### config.mk
export PLATFORM = sky130hd
export DESIGN_NAME = touch_raw_to_screen_mapper
export DESIGN_NICKNAME = d
export VERILOG_FILES = /design/src/hdl/tsm_pkg.sv /design/src/hdl/touch_raw_to_screen_mapper.sv /design/src/hdl/tsm_cfg.sv /design/src/hdl/tsm_fifo.sv /design/src/hdl/tsm_front.sv /design/src/hdl/tsm_back.sv
export SDC_FILE = /design/constraint.sdc
export NUM_CORES = 1
export LEC_CHECK = 0
export BUFFER_PORTS_ARGS = -buffer_cell sky130_fd_sc_hd__buf_2
export CAP_MARGIN = 20
export CORE_AREA = 2 2 277 279
export CTS_CLUSTER_SIZE = 20
export DETAILED_ROUTE_END_ITERATION = 10
export DIE_AREA = 0 0 279 281
export GPL_TIMING_DRIVEN = 0
export PLACE_DENSITY = 0.58
export SETUP_SLACK_MARGIN = 0.4
export SYNTH_ARGS = -nofsm -noshare
export SYNTH_HDL_FRONTEND = slang
export SYNTH_HIERARCHICAL = 1
export SYNTH_SLANG_ARGS = --single-unit
export TNS_END_PERCENT = 30
### constraint.sdc
create_clock -name clk_i -period 14.53 [get_ports clk_i]
set_clock_uncertainty 0.05 [all_clocks]
set_input_delay 1.453 -clock clk_i [delete_from_list [all_inputs] [get_ports clk_i]]
set_output_delay 1.453 -clock clk_i [all_outputs]
set_load 0.01 [all_outputs]
### src/hdl/tsm_pkg.sv
// Shared types and constants for the touch raw-to-screen mapper.
package tsm_pkg;

  localparam int unsigned RAW_BITS       = 12;
  localparam int unsigned SCREEN_BITS    = 10;
  localparam int unsigned DIM_BITS       = SCREEN_BITS + 1;
  localparam int unsigned MAG_BITS       = RAW_BITS + DIM_BITS;
  localparam int unsigned DIV_STEPS      = (MAG_BITS + 1) / 2;
  localparam int unsigned QUO_BITS       = 2 * DIV_STEPS;
  localparam int unsigned CFG_INDEX_BITS = 3;
  localparam int unsigned CFG_DATA_BITS  = RAW_BITS;
  localparam int unsigned FLAG_BITS      = 3;
  localparam int unsigned NUM_AXES       = 2;

  localparam int unsigned AXIS_X = 0;
  localparam int unsigned AXIS_Y = 1;

  localparam logic [FLAG_BITS-1:0] FLAG_SWAP = 3'h1;
  localparam logic [FLAG_BITS-1:0] FLAG_INVX = 3'h2;
  localparam logic [FLAG_BITS-1:0] FLAG_INVY = 3'h4;

  localparam logic [RAW_BITS-1:0] CAL_RESET     = RAW_BITS'(1);
  localparam logic [DIM_BITS-1:0] WIDTH_RESET   = DIM_BITS'(320);
  localparam logic [DIM_BITS-1:0] HEIGHT_RESET  = DIM_BITS'(240);

  typedef enum logic [CFG_INDEX_BITS-1:0] {
    REG_X_OFFSET      = 3'd0,
    REG_X_SPAN        = 3'd1,
    REG_Y_OFFSET      = 3'd2,
    REG_Y_SPAN        = 3'd3,
    REG_ORIENT_FLAGS  = 3'd4,
    REG_SCREEN_WIDTH  = 3'd5,
    REG_SCREEN_HEIGHT = 3'd6
  } tsm_reg_e;

  typedef struct packed {
    logic [RAW_BITS-1:0] raw_x;
    logic [RAW_BITS-1:0] raw_y;
    logic [RAW_BITS-1:0] raw_pressure;
  } tsm_raw_t;

  typedef struct packed {
    logic [SCREEN_BITS-1:0] screen_x;
    logic [SCREEN_BITS-1:0] screen_y;
    logic [RAW_BITS-1:0]    pressure;
  } tsm_screen_t;

  typedef struct packed {
    logic [RAW_BITS-1:0]  x_offset;
    logic [RAW_BITS-1:0]  x_span;
    logic [RAW_BITS-1:0]  y_offset;
    logic [RAW_BITS-1:0]  y_span;
    logic [FLAG_BITS-1:0] orient_flags;
    logic [DIM_BITS-1:0]  screen_width;
    logic [DIM_BITS-1:0]  screen_height;
  } tsm_cfg_t;

  typedef struct packed {
    logic [NUM_AXES-1:0]               neg;
    logic [NUM_AXES-1:0][MAG_BITS-1:0] mag;
    logic [RAW_BITS-1:0]               pressure;
  } tsm_work_t;

endpackage

### src/hdl/touch_raw_to_screen_mapper.sv
// Top level of the touch raw-to-screen mapper.
//
//   channel | handshake          | payload
//   --------+--------------------+---------------------------------------
//   samples | push / full        | in_i  : raw_x, raw_y, raw_pressure
//   results | empty / pop        | out_o : screen_x, screen_y, pressure
//   config  | cfg_valid/cfg_ready| cfg_index_i, cfg_data_i
//
// The back part's divider retires two quotient bits per cycle per axis, and
// the back part takes a new sample only when idle or as it pushes its result.
// Reset clears the queues and loads the default calibration; no clearing pass.
// A stalled result queue holds the back part, and samples keep entering the
// middle queue until it fills.
module touch_raw_to_screen_mapper #(
  parameter int unsigned QUEUE_DEPTH = 2
) (
  input  logic                               clk_i,
  input  logic                               rst_ni,
  input  logic                               push,
  output logic                               full,
  input  tsm_pkg::tsm_raw_t                  in_i,
  output logic                               empty,
  input  logic                               pop,
  output tsm_pkg::tsm_screen_t               out_o,
  input  logic                               cfg_valid,
  output logic                               cfg_ready,
  input  logic [tsm_pkg::CFG_INDEX_BITS-1:0] cfg_index_i,
  input  logic [tsm_pkg::CFG_DATA_BITS-1:0]  cfg_data_i
);
  import tsm_pkg::*;

  tsm_cfg_t    cfg;
  tsm_work_t   work_in, work_out;
  tsm_screen_t res_in, res_out;
  logic        work_push, work_full, work_empty, work_pop;
  logic        res_push, res_full;

  tsm_cfg u_cfg (
    .clk_i       (clk_i),
    .rst_ni      (rst_ni),
    .cfg_valid_i (cfg_valid),
    .cfg_ready_o (cfg_ready),
    .cfg_index_i (cfg_index_i),
    .cfg_data_i  (cfg_data_i),
    .cfg_o       (cfg)
  );

  tsm_front u_front (
    .cfg_i       (cfg),
    .push_i      (push),
    .full_o      (full),
    .in_i        (in_i),
    .work_push_o (work_push),
    .work_full_i (work_full),
    .work_o      (work_in)
  );

  tsm_fifo #(
    .WIDTH ($bits(tsm_work_t)),
    .DEPTH (QUEUE_DEPTH)
  ) u_work_fifo (
    .clk_i   (clk_i),
    .rst_ni  (rst_ni),
    .push_i  (work_push),
    .data_i  (work_in),
    .full_o  (work_full),
    .pop_i   (work_pop),
    .data_o  (work_out),
    .empty_o (work_empty)
  );

  tsm_back u_back (
    .clk_i        (clk_i),
    .rst_ni       (rst_ni),
    .cfg_i        (cfg),
    .work_valid_i (!work_empty),
    .work_i       (work_out),
    .work_pop_o   (work_pop),
    .res_full_i   (res_full),
    .res_push_o   (res_push),
    .res_o        (res_in)
  );

  tsm_fifo #(
    .WIDTH ($bits(tsm_screen_t)),
    .DEPTH (QUEUE_DEPTH)
  ) u_res_fifo (
    .clk_i   (clk_i),
    .rst_ni  (rst_ni),
    .push_i  (res_push),
    .data_i  (res_in),
    .full_o  (res_full),
    .pop_i   (pop),
    .data_o  (res_out),
    .empty_o (empty)
  );

  assign out_o = res_out;

endmodule

### src/hdl/tsm_cfg.sv
// Calibration and orientation register file.
module tsm_cfg (
  input  logic                               clk_i,
  input  logic                               rst_ni,
  input  logic                               cfg_valid_i,
  output logic                               cfg_ready_o,
  input  logic [tsm_pkg::CFG_INDEX_BITS-1:0] cfg_index_i,
  input  logic [tsm_pkg::CFG_DATA_BITS-1:0]  cfg_data_i,
  output tsm_pkg::tsm_cfg_t                  cfg_o
);
  import tsm_pkg::*;

  tsm_cfg_t            cfg_q, cfg_d;
  logic [RAW_BITS-1:0] cal_val;

  assign cfg_ready_o = 1'b1;
  assign cfg_o       = cfg_q;

  // zero calibration value becomes one
  assign cal_val = (cfg_data_i[RAW_BITS-1:0] == '0) ? CAL_RESET : cfg_data_i[RAW_BITS-1:0];

  always_comb begin
    cfg_d = cfg_q;
    if (cfg_valid_i) begin
      unique case (cfg_index_i)
        REG_X_OFFSET:      cfg_d.x_offset      = cal_val;
        REG_X_SPAN:        cfg_d.x_span        = cal_val;
        REG_Y_OFFSET:      cfg_d.y_offset      = cal_val;
        REG_Y_SPAN:        cfg_d.y_span        = cal_val;
        REG_ORIENT_FLAGS:  cfg_d.orient_flags  = cfg_data_i[FLAG_BITS-1:0];
        REG_SCREEN_WIDTH:  cfg_d.screen_width  = cfg_data_i[DIM_BITS-1:0];
        REG_SCREEN_HEIGHT: cfg_d.screen_height = cfg_data_i[DIM_BITS-1:0];
        default:           cfg_d = cfg_q;
      endcase
    end
  end

  always_ff @(posedge clk_i or negedge rst_ni) begin
    if (!rst_ni) begin
      cfg_q.x_offset      <= CAL_RESET;
      cfg_q.x_span        <= CAL_RESET;
      cfg_q.y_offset      <= CAL_RESET;
      cfg_q.y_span        <= CAL_RESET;
      cfg_q.orient_flags  <= '0;
      cfg_q.screen_width  <= WIDTH_RESET;
      cfg_q.screen_height <= HEIGHT_RESET;
    end else begin
      cfg_q <= cfg_d;
    end
  end

endmodule

### src/hdl/tsm_fifo.sv
// Small first-in first-out queue used between and after the mapper stages.
module tsm_fifo #(
  parameter int unsigned WIDTH = 8,
  parameter int unsigned DEPTH = 2
) (
  input  logic             clk_i,
  input  logic             rst_ni,
  input  logic             push_i,
  input  logic [WIDTH-1:0] data_i,
  output logic             full_o,
  input  logic             pop_i,
  output logic [WIDTH-1:0] data_o,
  output logic             empty_o
);
  localparam int unsigned AW = (DEPTH > 1) ? $clog2(DEPTH) : 1;
  localparam int unsigned CW = $clog2(DEPTH + 1);

  logic [WIDTH-1:0] mem_q [DEPTH];
  logic [AW-1:0]    wr_ptr_q, wr_ptr_d, rd_ptr_q, rd_ptr_d;
  logic [CW-1:0]    cnt_q, cnt_d;
  logic             do_push, do_pop;

  assign full_o  = (cnt_q == CW'(DEPTH));
  assign empty_o = (cnt_q == '0);
  assign do_push = push_i && !full_o;
  assign do_pop  = pop_i && !empty_o;
  assign data_o  = mem_q[rd_ptr_q];

  always_comb begin
    wr_ptr_d = wr_ptr_q;
    rd_ptr_d = rd_ptr_q;
    cnt_d    = cnt_q;
    if (do_push) begin
      wr_ptr_d = (wr_ptr_q == AW'(DEPTH - 1)) ? '0 : wr_ptr_q + AW'(1);
    end
    if (do_pop) begin
      rd_ptr_d = (rd_ptr_q == AW'(DEPTH - 1)) ? '0 : rd_ptr_q + AW'(1);
    end
    if (do_push && !do_pop) begin
      cnt_d = cnt_q + CW'(1);
    end else if (do_pop && !do_push) begin
      cnt_d = cnt_q - CW'(1);
    end
  end

  always_ff @(posedge clk_i or negedge rst_ni) begin
    if (!rst_ni) begin
      wr_ptr_q <= '0;
      rd_ptr_q <= '0;
      cnt_q    <= '0;
    end else begin
      wr_ptr_q <= wr_ptr_d;
      rd_ptr_q <= rd_ptr_d;
      cnt_q    <= cnt_d;
    end
  end

  always_ff @(posedge clk_i) begin
    if (do_push) begin
      mem_q[wr_ptr_q] <= data_i;
    end
  end

endmodule

### src/hdl/tsm_front.sv
// Front part: sample intake, axis swap, offset removal and scaling by screen size.
module tsm_front (
  input  tsm_pkg::tsm_cfg_t  cfg_i,
  input  logic               push_i,
  output logic               full_o,
  input  tsm_pkg::tsm_raw_t  in_i,
  output logic               work_push_o,
  input  logic               work_full_i,
  output tsm_pkg::tsm_work_t work_o
);
  import tsm_pkg::*;

  logic [NUM_AXES-1:0][RAW_BITS-1:0] raw;
  logic [NUM_AXES-1:0][RAW_BITS-1:0] off;
  logic [NUM_AXES-1:0][DIM_BITS-1:0] dim;
  logic [NUM_AXES-1:0][RAW_BITS:0]   diff;
  logic [NUM_AXES-1:0][RAW_BITS:0]   diff_abs;

  assign full_o      = work_full_i;
  assign work_push_o = push_i && !work_full_i;

  always_comb begin
    if ((cfg_i.orient_flags & FLAG_SWAP) != '0) begin
      raw[AXIS_X] = in_i.raw_y;
      raw[AXIS_Y] = in_i.raw_x;
    end else begin
      raw[AXIS_X] = in_i.raw_x;
      raw[AXIS_Y] = in_i.raw_y;
    end
    off[AXIS_X] = cfg_i.x_offset;
    off[AXIS_Y] = cfg_i.y_offset;
    dim[AXIS_X] = cfg_i.screen_width;
    dim[AXIS_Y] = cfg_i.screen_height;
    work_o.pressure = in_i.raw_pressure;
    for (int a = 0; a < NUM_AXES; a++) begin
      diff[a]        = {1'b0, raw[a]} - {1'b0, off[a]};
      diff_abs[a]    = diff[a][RAW_BITS] ? (~diff[a] + (RAW_BITS+1)'(1)) : diff[a];
      work_o.neg[a]  = diff[a][RAW_BITS];
      work_o.mag[a]  = MAG_BITS'(diff_abs[a][RAW_BITS-1:0]) * MAG_BITS'(dim[a]);
    end
  end

endmodule

### src/hdl/tsm_back.sv
// Back part: signed division by span, invert and clamp for both axes.
module tsm_back (
  input  logic                 clk_i,
  input  logic                 rst_ni,
  input  tsm_pkg::tsm_cfg_t    cfg_i,
  input  logic                 work_valid_i,
  input  tsm_pkg::tsm_work_t   work_i,
  output logic                 work_pop_o,
  input  logic                 res_full_i,
  output logic                 res_push_o,
  output tsm_pkg::tsm_screen_t res_o
);
  import tsm_pkg::*;

  localparam int unsigned SW = $clog2(DIV_STEPS);
  localparam int unsigned VW = QUO_BITS + 2;
  localparam logic [VW-1:0] SCR_MAX = VW'((1 << SCREEN_BITS) - 1);

  typedef enum logic [1:0] {
    ST_IDLE,
    ST_DIV,
    ST_PUT
  } state_e;

  state_e        state_q, state_d;
  logic [SW-1:0] step_q, step_d;

  logic [NUM_AXES-1:0][QUO_BITS-1:0] quo_q, quo_d;
  logic [NUM_AXES-1:0][RAW_BITS-1:0] rem_q, rem_d;
  logic [NUM_AXES-1:0]               neg_q, neg_d;
  logic [RAW_BITS-1:0]               pres_q, pres_d;

  logic [NUM_AXES-1:0][RAW_BITS-1:0]    span;
  logic [NUM_AXES-1:0][DIM_BITS-1:0]    dim;
  logic [NUM_AXES-1:0]                  inv;
  logic [NUM_AXES-1:0][SCREEN_BITS-1:0] coord;
  logic                                 load;

  assign span[AXIS_X] = cfg_i.x_span;
  assign span[AXIS_Y] = cfg_i.y_span;
  assign dim[AXIS_X]  = cfg_i.screen_width;
  assign dim[AXIS_Y]  = cfg_i.screen_height;
  assign inv[AXIS_X]  = (cfg_i.orient_flags & FLAG_INVX) != '0;
  assign inv[AXIS_Y]  = (cfg_i.orient_flags & FLAG_INVY) != '0;

  assign res_push_o = (state_q == ST_PUT) && !res_full_i;
  assign load       = work_valid_i && ((state_q == ST_IDLE) || res_push_o);
  assign work_pop_o = load;

  // two restoring quotient bits per cycle
  always_comb begin
    logic [RAW_BITS:0]     trial;
    logic [QUO_BITS-1:0]   quo;
    logic [RAW_BITS-1:0]   rem;
    quo_d  = quo_q;
    rem_d  = rem_q;
    neg_d  = neg_q;
    pres_d = pres_q;
    trial  = '0;
    quo    = '0;
    rem    = '0;
    if (load) begin
      for (int a = 0; a < NUM_AXES; a++) begin
        quo_d[a] = QUO_BITS'(work_i.mag[a]);
        rem_d[a] = '0;
      end
      neg_d  = work_i.neg;
      pres_d = work_i.pressure;
    end else if (state_q == ST_DIV) begin
      for (int a = 0; a < NUM_AXES; a++) begin
        quo = quo_q[a];
        rem = rem_q[a];
        for (int b = 0; b < 2; b++) begin
          trial = {rem, quo[QUO_BITS-1]};
          quo   = {quo[QUO_BITS-2:0], 1'b0};
          if (trial >= {1'b0, span[a]}) begin
            trial  = trial - {1'b0, span[a]};
            quo[0] = 1'b1;
          end
          rem = trial[RAW_BITS-1:0];
        end
        quo_d[a] = quo;
        rem_d[a] = rem;
      end
    end
  end

  always_comb begin
    logic signed [VW-1:0] qs;
    logic signed [VW-1:0] ds;
    logic signed [VW-1:0] v;
    logic signed [VW-1:0] top;
    logic        [VW-1:0] c;
    qs = '0;
    ds = '0;
    v  = '0;
    top = '0;
    c  = '0;
    for (int a = 0; a < NUM_AXES; a++) begin
      qs  = signed'({2'b00, quo_q[a]});
      ds  = signed'({{(VW - DIM_BITS){1'b0}}, dim[a]});
      v   = neg_q[a] ? -qs : qs;
      if (inv[a]) begin
        v = ds - v;
      end
      top = ds - VW'(1);
      if (dim[a] == '0) begin
        c = '0;
      end else if (v < 0) begin
        c = '0;
      end else if (v > top) begin
        c = top;
      end else begin
        c = v;
      end
      if (c > SCR_MAX) begin
        c = SCR_MAX;
      end
      coord[a] = c[SCREEN_BITS-1:0];
    end
  end

  assign res_o.screen_x = coord[AXIS_X];
  assign res_o.screen_y = coord[AXIS_Y];
  assign res_o.pressure = pres_q;

  always_comb begin
    state_d = state_q;
    step_d  = step_q;
    unique case (state_q)
      ST_IDLE: begin
        if (load) begin
          state_d = ST_DIV;
          step_d  = '0;
        end
      end
      ST_DIV: begin
        step_d = step_q + SW'(1);
        if (step_q == SW'(DIV_STEPS - 1)) begin
          state_d = ST_PUT;
        end
      end
      ST_PUT: begin
        if (load) begin
          state_d = ST_DIV;
          step_d  = '0;
        end else if (res_push_o) begin
          state_d = ST_IDLE;
        end
      end
      default: state_d = ST_IDLE;
    endcase
  end

  always_ff @(posedge clk_i or negedge rst_ni) begin
    if (!rst_ni) begin
      state_q <= ST_IDLE;
      step_q  <= '0;
    end else begin
      state_q <= state_d;
      step_q  <= step_d;
    end
  end

  always_ff @(posedge clk_i) begin
    quo_q  <= quo_d;
    rem_q  <= rem_d;
    neg_q  <= neg_d;
    pres_q <= pres_d;
  end

endmodule

Word level (Yosys, flattened, before mapping)
Memories as Yosys holds them, arrays and structs flattened.
Index checks and enable logic that the tools add are counted.
{"block": "word_totals", "latchBits": 0, "register_bits": 173, "romBits": 0, "inputBits": 56, "ram_bits": 184, "mem_count": 2}
{"block": "classes", "mul": 2, "n_eq_ne": 15, "addsub": 23, "n_bitwise": 2, "div_mod_pow": 0, "shift": 0, "n_lt_le_gt_ge": 10, "n_reduce_logical": 41, "mux": 49}
{"name": "u_work_fifo.mem_q", "depth": 2, "width": 60, "rd": 1, "rd_clocked_by_memory_dff": 0, "wr": 1, "line_no": "tsm_fifo.sv:18", "source": "logic [WIDTH-1:0] mem_q [DEPTH];"}
{"name": "u_res_fifo.mem_q", "depth": 2, "width": 32, "rd": 1, "rd_clocked_by_memory_dff": 0, "wr": 1, "line_no": "tsm_fifo.sv:18"}
{"cell": "26-bit two-way mux", "n": 10}
{"cell": "12-bit two-way mux", "n": 11}
{"cell": "47-bit two-way mux", "n": 2}
{"cell": "13-bit by 12-bit greater-or-equal comparator with 1-bit output", "n": 4}
{"cell": "26-bit by 10-bit > comparator with 1-bit output, second input constant", "n": 2}
{"cell": "26-bit by 12-bit > comparator with 1-bit output", "n": 2}
{"cell": "26-bit by 1-bit less-than comparator with 1-bit output, second input constant", "n": 2}
{"cell": "24-bit negator with 26-bit output", "n": 2}
{"cell": "12-bit by 26-bit subtractor with 26-bit output", "n": 2}
{"cell": "12-bit subtractor", "n": 4}
{"cell": "12-bit by 11-bit multiplier with 23-bit output", "n": 2}
{"cell": "12-bit by 12-bit subtractor with 13-bit output", "n": 2}
{"cell": "12-bit by 1-bit adder with 12-bit output, second input constant", "n": 2}
{"cell": "24-bit two-way mux", "n": 1}
{"cell": "12-bit inverter", "n": 2}
{"cell": "11-bit by 1-bit subtractor with 12-bit output, second input constant", "n": 2}
{"cell": "11-bit logical NOT", "n": 2}
{"cell": "10-bit two-way mux", "n": 2}
{"cell": "2-bit two-way mux", "n": 8}
{"cell": "2-bit AND reduction", "n": 8}
{"cell": "12-bit logical NOT", "n": 1}
{"cell": "1-bit two-way mux", "n": 12}
{"cell": "1-bit logical AND", "n": 11}
{"cell": "3-bit == test, second input constant", "n": 3}
{"cell": "22 further kinds", "n": 43}

Logic depth before layout (Yosys ltp)
Gate-level depths: netlist of the first run.
{"block": "depth", "depth_word": 10, "depth_mapped": 35, "ltp_nobuf": 32}

Hierarchy
The synthesis of the first run kept the hierarchy.
{"module": "tsm_back", "cells_each": 1502, "area_per_inst_um2": 12519.5, "n_inst": 1}
{"module": "tsm_front", "cells_each": 1311, "area_per_inst_um2": 10855.4, "n_inst": 1}
{"module": "tsm_fifo (u_work_fifo)", "cells_each": 206, "area_per_inst_um2": 4828.4, "n_inst": 1}
{"module": "tsm_cfg", "cells_each": 170, "area_per_inst_um2": 2901.5, "n_inst": 1}
{"module": "tsm_fifo (u_res_fifo)", "cells_each": 119, "area_per_inst_um2": 2658.8, "n_inst": 1}
{"module": "touch_raw_to_screen_mapper", "cells_each": 1, "area_per_inst_um2": 3.8, "n_inst": 1}

Worst setup path after synthesis of the first run
Ideal clock, no wire load.
{"block": "synth_path", "kind": "input-to-reg", "startpoint": "input port in_i[24] (netlist bit)", "endpoint": "memory u_work_fifo/mem_q[0][57] (netlist bit), data pin", "t_arrival_ns": 8.317, "path_buffers": 1, "setup_slack_ns": 5.897, "required_time_ns": 14.214, "stages": 28, "path_cell_list": "mux2i_1 > ha_1 > fa_1 > and2b_1 > o22ai_1 > o211a_1 > o211a_1 > a21oi_4 > nor2_1 > xor2_1 > clkbuf_1 > and2_1 > fa_1 > fa_1 > fa_1 > fa_1 > inv_1 > fa_1 > inv_1 > ha_1 > a21o_1 > a21o_1 > a21oi_1 > o21bai_1 > a221o_1 > a211o_1 > a21oi_1 > xor2_1"}
{"item": "start, declared", "line_no": "touch_raw_to_screen_mapper.sv:21", "source": "input tsm_pkg::tsm_raw_t in_i,"}
{"item": "end, declared", "line_no": "tsm_fifo.sv:18"}

==> results of run 1 <==
cells in the final DEF (no fill, tap or decap), types with 22 or more instances in the layout:
cell,count
fa_1,186
nor3_1,52
dfxtp_1,26
xnor2_1,127
o21ai_0,114
clkbuf_16,41
nand3_1,48
buf_2,93
a21o_1,51
a21oi_1,112
mux2_2,106
ha_1,273
nand2b_1,38
a211oi_1,22
dfrtp_1,77
clkbuf_1,100
and2_1,127
a22o_1,42
mux2_4,104
mux2i_1,43
xor2_1,89
o21a_1,28
o31ai_1,34
nor2b_1,49
nand4_1,35
or3_1,22
nor2_1,135
and3_1,25
edfxtp_1,244
nand2_1,244
inv_1,360
layer usage:
metal / wire length (um) / global-route usage, % / vias to the layer above
li1: - / - / 11860
met1: 40880 / 31.07 / 11850
met2: 36940 / 34.43 / 550
met3: 3449 / 2.037 / 84
met4: 1536 / 4.701 / 2
met5: 7 / 0 / -
registers in the layout (all words and copies together) (netlist names), 2 cells and up:
signal	flops
u_back/pres_q	12
u_res_fifo/cnt_q	2
u_cfg/cfg_o	73
u_work_fifo/cnt_q	2
u_back/neg_q	2
u_work_fifo/mem_q	120
u_back/state_q	2
u_back/step_q	4
u_back/rem_q	24
u_back/quo_q	48
u_res_fifo/mem_q	64
metrics by stage:
step	area (sq um)	instances	util, %	hold WS [ps]
3_5_place_dp	35540	4370	47.10	380.8
5_1_grt	36820	4441	48.81	403.9
3_3_place_gp	35380	4364	46.89	371.7
4_1_cts	36820	4441	48.81	394.4
2_1_floorplan	33770	3309	-	371.5
6_report	36830	4444	48.82	391.9
path summary, 6_finish.rpt:
check	from	endpoint	slack, ps
setup / recovery	u_cfg/cfg_o[22]	u_work_fifo/mem_q[0][57]	5050
hold / removal	u_back/pres_q[11]	u_res_fifo/mem_q[1][11]	390
setup reg to reg	u_cfg/cfg_o[22]	u_work_fifo/mem_q[0][57]	5050
hold reg to reg	u_back/pres_q[11]	u_res_fifo/mem_q[1][11]	390
max in group asynchronous	rst_ni	u_cfg/cfg_o[7]	12930
min in group asynchronous	rst_ni	u_cfg/cfg_o[40]	820
layout make-up:
cell class                 count  area (sq um)
inverter                     363          1363
timing repair buffer          83         523.0
clock inverter                23         203.9
tap                          978          1224
fill                        7016         38610
buffer                       167          1018
clock buffer                  48          1082
multi-input combinational   2422         21370
antenna                        3         7.507
sequential                   357         10040
logic make-up (layout without fill, tap and decap cells):
kind of cell    Yosys count  count (layout)  share of synthesized area (%)
mux                     253             253                          9.434
buf+inv                 530             684                          7.048
fa+ha+maj               461             461                          21.20
flops                   357             357                          29.72
simple gates            894             894                          14.14
xor+xnor                218             218                          5.736
compound gates          595             595                          12.71
other cells               1               4                        0.01111
==> flow_summary.toml, run 1 <==
[synth]
synth_cell_type_count = 122
syn_area_per_cell_sq_um = 10.20
synth_common_cells = "inv_1 (361), ha_1 (273), edfxtp_1 (244), nand2_1 (244), fa_1 (186)"
yosysTopAreaCellShare_pct = 21.70
netlist_area_sq_um = 33770
synth-seq-area-share_pct = 29.72
synth-warning-count = 6
syn_nets = 3824
ys_ff_latch = 357
synth_edf_count = 244
synth_cells = 3309
synth_top_area_cell = "edfxtp_1"
synth_ff_type = "edfxtp_1"
synthArstFlopShare_pct = 24.37
synth_area_leaders = "edfxtp_1 (22%), fa_1 (11%), ha_1 (10%)"
synth_most_common_cell = "inv_1"

[route]
routed_wl_um = 82810
drt-initial-drc-count = 1506
drc = 0
wl_per_cell_um = 18.64
first_pass_iters = 6
route.vias.total = 24340
detail-route-antenna-nets = 0
via_per_inst = 5.477

[floorplan]
num_rows = 101
die_w_um = 279
core_sq_um = 75440
initial_utilization_pct = 44.76
fp.dieArea_sq_um = 78400
die_h_um = 281
ios = 91

[place]
pre_cts_ws_ps = 4713
dp_hpwl_um = 65120
port_buffers = 77
place.gp.congestion = 0.8787

[cts]
cts-buffers-inserted = 40
cts_num_sinks = 357
clk_pin_slew_worst_paths_ps = 60
ctsResizeCount = 0
h-tree-depth = 2
root_buffer = "clkbuf_16"
clock_latency_ps = 580
cts_hold_buf = 0
cts_tree = "done"
postCtsSetupBuffers = 0
clockBufferDepth = 3

[worst_setup_path]
critPathTopFamily = "adder cells"
crit_path_start_kind = "register"
path_depth = 29
required_ps = 14860
cp_common_cell = "fa_1"
crit_path_end_kind = "register"
cp_max_fo = 10
critical_path_class = "register to register"
reg2reg_depth = 29
critPathArrivalTime_ps = 9820
critPathSlowestCell = "fa_1"
worst-path-buf-inv = 4
cpPeakStageDelay_ps = 550

[finish]
nets = 3949
area_growth_pct = 9.071
drive_above_1_share_pct = 14.81

[sta]
fin_crit_sh_pct = 65.25
slew_violations = 0
clock.fmax_mhz = 105.5
tns_ps = 0
rsz0062_at_grt = "false"
finalWorstSetupSlack_ps = 5049
worst_pin_slew_ps = 1153
finalHoldViolCount = 0
post-route-min-period_ps = 9481
finalSetupViolCount = 0
slew_headroom_pct = 22.66

[global_route]
grt_pass1_vias = 23920
overflow = 0
antenna_found_initial = 8
grt_first_pass_wirelength_um = 133100
grt_max_degree = 56
track_usage_pct = 21.34

[worst_hold_path]
hold_class = "register to register"
min_path_cells = 0

[run_status]
status = "finished, final reports clean"

[flow_run]
drv_cap = 0
Power of run 1 is left out: the tool's default activity adds up to more than one toggle a clock period on the data nets, which glitch-free logic cannot reach.
==> inputs of run 2 (changes only) <==
--- a/config.mk
+++ b/config.mk
@@ -12,7 +12,7 @@
 export DETAILED_ROUTE_END_ITERATION = 10
 export DIE_AREA = 0 0 279 281
 export GPL_TIMING_DRIVEN = 0
-export PLACE_DENSITY = 0.58
+export PLACE_DENSITY = 0.61
 export SETUP_SLACK_MARGIN = 0.4
 export SYNTH_ARGS = -nofsm -noshare
 export SYNTH_HDL_FRONTEND = slang
==> constraint.sdc (replaced) <==
create_clock -name clk_i -period 7.7 [get_ports clk_i]
set_clock_uncertainty 0.05 [all_clocks]
set_input_delay 0.77 -clock clk_i [delete_from_list [all_inputs] [get_ports clk_i]]
set_output_delay 0.77 -clock clk_i [all_outputs]
set_load 0.01 [all_outputs]
==> run 2 against run 1 <==
The flow now finishes with violations (setup timing); first-iteration DRC count down 6.3%; die area unchanged; via count up 2.6%; critical path depth is 2 higher; critical path type unchanged; highest routed layer unchanged.
==> flow_summary.toml, run 2 (synthesis results as in run 1) <==
[route]
detail-route-antenna-nets = 0
drt-initial-drc-count = 1411
routed_wl_um = 85610
drc = 0
via_per_inst = 5.478
first_pass_iters = 5
route.vias.total = 24970
wl_per_cell_um = 18.78

[worst_setup_path]
critPathSlowestCell = "fa_1"
crit_path_end_kind = "register"
required_ps = 7970
r2r-end = "u_work_fifo/mem_q[0][57]"
cp_max_fo = 6
crit_path_start_kind = "register"
cpPeakStageDelay_ps = 580
critical_path_class = "register to register"
rr_startpoint = "u_cfg/cfg_o[22]"
reg2reg_depth = 31
critPathArrivalTime_ps = 8210
ff2ff_setup_slack_ps = -250
cp_common_cell = "fa_1"

[flow_run]
drv_cap = 0

[floorplan]
num_rows = 101
fp.dieArea_sq_um = 78400
die_w_um = 279
ios = 91
core_sq_um = 75440
die_h_um = 281
initial_utilization_pct = 44.76

[finish]
area_growth_pct = 16.03
largest_reg_flops = 120
final_common_cell = "inv_1"
final_cell_count_no_fill = 4558
nets = 4059
final_cell_mix = "inv_1 (345), edfxtp_1 (244), ha_1 (237)"
fin_util_pct = 51.93
top_register = "u_work_fifo/mem_q"
drive_above_1_share_pct = 23.14

[place]
pre_cts_ws_ps = -993.8
port_buffers = 77
place.gp.congestion = 0.8927
dp_cells = 4370
dp_hpwl_um = 64740

[cts]
cts_hold_buf = 0
clk_pin_slew_worst_paths_ps = 60
clock_latency_ps = 580
cts_tree = "done"
clockBufferDepth = 3
root_buffer = "clkbuf_16"
h-tree-depth = 2
cts-buffers-inserted = 42
cts_num_sinks = 357

[sta]
worst_pin_slew_ps = 1055
rsz0062_at_grt = "true"
slew_violations = 0
clock.fmax_mhz = 125.8
finalWorstSetupSlack_ps = -248.8
fin_crit_sh_pct = 103.2
post-route-min-period_ps = 7949
slew_headroom_pct = 29.43
finalSetupViolCount = 20
tns_ps = -2014
finalHoldViolCount = 0

[global_route]
grt_first_pass_wirelength_um = 134100
track_usage_pct = 21.49
grt_max_degree = 69
grt_pass1_vias = 24410
antenna_found_initial = 6
overflow = 0

[worst_hold_path]
hold_class = "input port to async pin"

[run_status]
status = "finished, violations left"
violations = "setup timing"
[run 2: how the worst max path moves through the flow]
stage	startpoint	to	depth (start not counted)
2_1_floorplan	in_i[24]	u_work_fifo/mem_q[0][57]	29
3_3_place_gp	in_i[12]	u_work_fifo/mem_q[0][34]	31
3_5_place_dp	in_i[12]	u_work_fifo/mem_q[0][34]	31
4_1_cts	u_cfg/cfg_o[22]	u_work_fifo/mem_q[0][57]	32
5_1_grt	u_cfg/cfg_o[22]	u_work_fifo/mem_q[0][34]	33
6_report	u_cfg/cfg_o[22]	u_work_fifo/mem_q[0][57]	31
[run 2: stage by stage]
| step | hold WS [ps] | area (sq um) |
|---|---|---|
| 2_1_floorplan | 371.5 | 33990 |
| 3_3_place_gp | 373.2 | 35600 |
| 3_5_place_dp | 381.3 | 35760 |
| 4_1_cts | 5.517 | 38480 |
| 5_1_grt | 21.16 | 39180 |
| 6_report | 14.29 | 39180 |
[run 2: cell type report]
class | count | area (sq um)
antenna | 2 | 5.005
multi-input combinational | 2424 | 22480
buffer | 167 | 1190
clock inverter | 24 | 332.8
sequential | 357 | 10040
fill | 6725 | 36260
tap | 978 | 1224
inverter | 363 | 1370
timing repair buffer | 189 | 1378
clock buffer | 54 | 1169
[run 2: metal layers]
metal | up-vias | routed length (um) | track usage (%)
met4 | 2 | 1760 | 5.363
li1 | 12100 | - | -
met1 | 12230 | 41750 | 31.01
met2 | 531 | 38500 | 34.43
met3 | 111 | 3586 | 2.436
met5 | - | 13 | 0
[run 2: critical path, delay by kind of cell, from the launching register on]
| kind | cells | cell delay [ps] |
|---|---|---|
| XOR/XNOR | 2 | 250 |
| AND/OR/NAND/NOR | 2 | 330 |
| adder cells (fa/ha/maj) | 7 | 3000 |
| AO/OA/AOI/OAI | 11 | 2250 |
| multiplexers | 1 | 340 |
| flip-flops | 1 | 370 |
| buffers and inverters | 8 | 1050 |
[run 2: timing repair]
item | 4_1_cts | 5_1_grt
pin swaps | 82 | 102
setup buffers | 75 | 29
endpoints found under the setup margin | 100 | 105
resized for setup | 130 | 118
gates cloned | 2 | 1
Power of run 2 is left out for the same reason.
